**src/hdl/bezier_patch_subdivider_macros.svh**
```systemverilog
// Assertion macros for the Bezier patch subdivider.
`ifndef BEZIER_PATCH_SUBDIVIDER_MACROS_SVH
`define BEZIER_PATCH_SUBDIVIDER_MACROS_SVH

// Check that cons holds in the same cycle as ante.
`define BPS_ASSERT_NOW(lbl, ante, cons, msg) \
    lbl: assert property (@(posedge clk) disable iff (!rst_n) (ante) |-> (cons)) else $error(msg);

// Check that cons holds in the cycle after ante.
`define BPS_ASSERT_NEXT(lbl, ante, cons, msg) \
    lbl: assert property (@(posedge clk) disable iff (!rst_n) (ante) |=> (cons)) else $error(msg);

`endif

```
**src/hdl/bps_pkg.sv**
```systemverilog
// Shared types, constants and helper functions of the Bezier patch subdivider.
package bps_pkg;

    localparam int MAX_DEPTH   = 3;
    localparam int COORD_WIDTH = 20;
    localparam int FIELD_W     = 20;
    localparam int EXTRA_FRAC  = 9;
    localparam int INT_W       = COORD_WIDTH + EXTRA_FRAC;
    localparam int NUM_POINTS  = 16;
    localparam int PT_W        = 4;
    localparam int REGION_W    = 3;
    localparam int LVL_ENTRIES = (MAX_DEPTH + 2) * NUM_POINTS;
    localparam int LVL_ADDR_W  = REGION_W + PT_W;
    localparam int FACE_W      = 2 * MAX_DEPTH;
    localparam int DEPTH_W     = 2;
    localparam int CORNER_W    = 60;
    localparam int FACE_NUM_W  = 6;
    localparam int CP_W        = 3 * COORD_WIDTH;

    localparam logic [REGION_W-1:0] TMP_REGION = REGION_W'(MAX_DEPTH + 1);
    localparam logic [PT_W-1:0]     LAST_INDEX = PT_W'(NUM_POINTS - 1);

    typedef logic [INT_W-1:0] coord_t;

    typedef struct packed {
        coord_t x;
        coord_t y;
        coord_t z;
    } point_t;

    typedef point_t [3:0] quad_pts_t;

    typedef struct packed {
        logic [PT_W-1:0]    point_index;
        logic [FIELD_W-1:0] coord_x;
        logic [FIELD_W-1:0] coord_y;
        logic [FIELD_W-1:0] coord_z;
    } in_item_t;

    typedef struct packed {
        logic [CORNER_W-1:0]   corner_first;
        logic [CORNER_W-1:0]   corner_second;
        logic [CORNER_W-1:0]   corner_third;
        logic [CORNER_W-1:0]   corner_fourth;
        logic [FACE_NUM_W-1:0] face_number;
        logic                  last_face;
    } result_t;

    typedef enum logic [2:0] {
        ST_IDLE,
        ST_COPY,
        ST_GRP_RD,
        ST_GRP_WR,
        ST_FACE_RD
    } state_t;

    // Widen a Q16.4 coordinate to the internal Q16.13 format.
    function automatic coord_t to_int(logic [COORD_WIDTH-1:0] raw);
        return {raw, {EXTRA_FRAC{1'b0}}};
    endfunction

    // Floor an internal coordinate back to Q16.4.
    function automatic logic [COORD_WIDTH-1:0] to_q4(coord_t v);
        return v[INT_W-1:EXTRA_FRAC];
    endfunction

    // Pack a point as x, y, z from the top bits down.
    function automatic logic [CORNER_W-1:0] pack_corner(point_t p);
        return CORNER_W'({to_q4(p.x), to_q4(p.y), to_q4(p.z)});
    endfunction

    // Sub-patch point that makes face corner c.
    function automatic logic [PT_W-1:0] corner_pt(logic [1:0] c);
        logic [PT_W-1:0] pt;
        unique case (c)
            2'd0:    pt = PT_W'(0);
            2'd1:    pt = PT_W'(12);
            2'd2:    pt = PT_W'(15);
            default: pt = PT_W'(3);
        endcase
        return pt;
    endfunction

    // Index of the final face for a given depth.
    function automatic logic [FACE_W-1:0] face_top(logic [DEPTH_W-1:0] d);
        return FACE_W'((1 << (2 * int'(d))) - 1);
    endfunction

    // First level whose quadrant digit changed when the face counter became f.
    function automatic logic [DEPTH_W-1:0] start_level(logic [FACE_W-1:0] f,
                                                       logic [DEPTH_W-1:0] d);
        logic [DEPTH_W-1:0] lvl;
        logic               stop;
        lvl  = d;
        stop = 1'b0;
        for (int i = 0; i < MAX_DEPTH; i++) begin
            if (!stop && (i + 1) < int'(d) && f[2*i +: 2] == 2'd0) begin
                lvl = lvl - DEPTH_W'(1);
            end
            else begin
                stop = 1'b1;
            end
        end
        return lvl;
    endfunction

endpackage

```
**src/hdl/bps_split4.sv**
```systemverilog
// One de Casteljau midpoint split of four points, all three coordinates.
module bps_split4
    import bps_pkg::*;
(
    input  quad_pts_t pts,
    input  logic      half,
    output quad_pts_t res
);

    typedef coord_t [3:0] cquad_t;

    // floor((a+b)/2) on two's complement values
    function automatic coord_t avg2(coord_t a, coord_t b);
        logic [INT_W:0] s;
        s = {a[INT_W-1], a} + {b[INT_W-1], b};
        return s[INT_W:1];
    endfunction

    function automatic cquad_t split_c(cquad_t q, logic h);
        coord_t a1, hm, s2, a2, s1, m;
        cquad_t r;
        a1 = avg2(q[0], q[1]);
        hm = avg2(q[1], q[2]);
        s2 = avg2(q[2], q[3]);
        a2 = avg2(a1, hm);
        s1 = avg2(hm, s2);
        m  = avg2(a2, s1);
        if (!h) begin
            r = {m, a2, a1, q[0]};
        end
        else begin
            r = {q[3], s2, s1, m};
        end
        return r;
    endfunction

    cquad_t qx, qy, qz, rx, ry, rz;

    // Gather each coordinate, split, scatter back
    always_comb
    begin
        for (int i = 0; i < 4; i++) begin
            qx[i] = pts[i].x;
            qy[i] = pts[i].y;
            qz[i] = pts[i].z;
        end
        rx = split_c(qx, half);
        ry = split_c(qy, half);
        rz = split_c(qz, half);
        for (int i = 0; i < 4; i++) begin
            res[i].x = rx[i];
            res[i].y = ry[i];
            res[i].z = rz[i];
        end
    end

endmodule

```
**config.mk**
```make
export PLATFORM = sky130hd
export DESIGN_NAME = bps_split4
export DESIGN_NICKNAME = d
export VERILOG_FILES = /design/src/hdl/bezier_patch_subdivider_macros.svh /design/src/hdl/bps_pkg.sv /design/src/hdl/bps_split4.sv
export SDC_FILE = /design/constraint.sdc
export NUM_CORES = 1
export LEC_CHECK = 0
export BUFFER_PORTS_ARGS = -buffer_cell sky130_fd_sc_hd__buf_4
export CORE_AREA = 8 8 268 270
export DETAILED_ROUTE_END_ITERATION = 12
export DIE_AREA = 0 0 276 278
export PLACE_DENSITY_LB_ADDON = 0.08
export REMOVE_ABC_BUFFERS = 1
export SYNTH_ARGS = -nofsm -noshare
export SYNTH_HDL_FRONTEND = slang
export SYNTH_SLANG_ARGS = --single-unit
```
**constraint.sdc**
```tcl
create_clock -name vclk -period 7.1
set_clock_uncertainty 0.1 [all_clocks]
set_input_delay 0.355 -clock vclk [all_inputs]
set_output_delay 0.355 -clock vclk [all_outputs]
set_load 0.05 [all_outputs]
```
==> results.yml <==
run_status:
  status: "finished with violations"
  violations: "setup timing"
sta:
  fin_crit_sh: 1.04
  relSlewSlack: 0.380
  fin_ws_ns: -0.297
  fmax_mhz: 135
  tightest_slew_ns: 0.930
  min_period_ns: 7.40
  hold_violations: 0
  rsz0062_at_grt: "yes"
  report.final.slew_viol_count: 0
  finalSetupViolCount: 24
detailed_routing:
  firstDrtPassIters: 6
  drtIter0Drc: 2176
  drc: 0
  via_per_inst: 5.61
  dr_total_vias: 35200
  wire_per_inst_um: 20.2
  drt-total-wl_mm: 127
  ant_nets: 0
synth:
  syn-cell-area_um2: 27500
  synth.area.top_cells: "ha_1, xnor2_1, a21oi_1"
  synth_most_common_cell: "ha_1"
  avgSynthCellArea_um2: 6.95
  yosysSeqAreaShare: 0
  synth_warnings: 0
  ys_types: 94
  synth.top_cell.area_share: 0.228
  ys_top_cells_by_count: "ha_1, nand2_1, a21oi_1"
  syn_inst: 3953
  synth_largest_area_cell: "ha_1"
hold_path:
  worstHoldPathCells: 4
  hold_path_class: "in2out"
  holdPathEnd: "res[81]"
  hp-start: "pts[81]"
place:
  placement.io_buffers: 697
  gp_congestion: 1.01
  place_area_um2: 39000
  dp_hpwl_mm: 109
floorplan:
  std_cell_rows: 96
  dieArea_um2: 76700
  initial_core_util: 0.405
  fp.dieH_um: 278
  num_io_pins: 697
  coreArea_um2: 67700
  fp.dieW_um: 276
cells_and_area:
  regArea_um2: 0
  nFlopsAndLatches: 0
  drive_gt1_frac: 0.364
  final_area_um2: 41500
  nClkBuffers: 0
  area_growth_syn_to_layout_pct: 51.1
  post-route-util: 0.613
  final_nets: 6249
grt:
  grt_start_max_net_pins: 152
  grt-ovfl-total: 0
  grt_pass1_wl_mm: 188
  grt_usage: 0.301
  antenna_found_initial: 14
  grt_pass1_vias: 33800
critical_path:
  critPathLaunchType: "input port"
  cp_max_fo: 4
  cp.arrival_ns: 6.94
  cp_common_cell: "a21oi_1"
  worst_setup_path_end_kind: "output pin"
  required_ns: 6.64
  critPathMaxStageDelay_ns: 0.33
  setup.worst_path.class: "in2out"
  cp_slowest_cell: "ha_1"
flow_run:
  cap_violations: 0
==> kinds of logic (layout without fill, tap and decap cells) <==
| group | count (synthesis) | count (layout) | share of synthesized area |
|---|---|---|---|
| AOI/OAI and AO/OA | 1431 | 1431 | 0.332 |
| xor gates and xnor gates | 442 | 442 | 0.143 |
| adders and majority gates | 523 | 523 | 0.243 |
| buffers and inverters | 250 | 1676 | 0.0347 |
| muxes | 117 | 117 | 0.0478 |
| other | 0 | 11 | 0 |
| and+or+nand+nor | 1190 | 1190 | 0.199 |
==> placed cells by master, fill, tap and decap left out, types with 62 or more instances in the layout <==
cell type,n
o21a_1,72
a21o_1,184
xor2_1,132
buf_4,1465
nand3_1,62
ha_1,485
a21oi_2,67
xnor2_1,263
nand2_1,490
nor2_1,259
o21ai_0,296
o21bai_1,82
a21oi_1,327
mux2_2,105
inv_1,161
==> per-layer routing <==
layer | up-vias | part of all wire | track usage
li1 | 17400 | - | -
met2 | 1078 | 0.48 | 0.531
met1 | 16500 | 0.43 | 0.388
met3 | 156 | 0.061 | 0.0346
met5 | - | 0.00058 | 0
met4 | 14 | 0.029 | 0.0740
==> cell type report <==
class	instances	area [µm²]
tap	882	1100
multi-input combinational	3703	28200
antenna	11	27.5
timing repair buffer	1514	11600
fill	6533	26200
inverter	162	616
==> repair_timing <==
item                       4_1_cts  5_1_grt
buffers inserted                44       37
resized for setup              208      218
setup endpoints to repair       48       54
pin swaps                      183      164
hold buffers                     0        0
==> worst max path at each step <==
stage,end,start,cells after the start
after detailed placement,res[57],pts[290],35
final,res[345],pts[60],34
after global routing,res[344],pts[145],40
after CTS,res[84],pts[145],39
after floorplan,res[318],pts[290],32
after global placement,res[86],pts[232],38
==> critical path, delay by kind of cell <==
kind | cells | cell delay (ns)
AND/OR/NAND/NOR | 5 | 0.80
AO/OA/AOI/OAI | 19 | 3.58
buffers and inverters | 4 | 0.64
adder cells (fa/ha/maj) | 4 | 1.20
XOR/XNOR | 2 | 0.35
==> per-stage QoR <==
step                      hold WS [ns]  setup WS (ns)  cells  setup TNS (ns)
after floorplan                  0.875          -1.04   3865          -15.19
after global placement           0.994         -0.688   6181          -19.34
after detailed placement         0.993         -0.808   6181          -22.99
after CTS                        0.997         -0.251   6225           -2.74
after global routing             0.987         -0.724   6266          -16.21
final                            0.966         -0.297   6272           -4.02
Power is not shown: default switching activity piles up to over one toggle a cycle in this logic, so the estimate is an artifact.
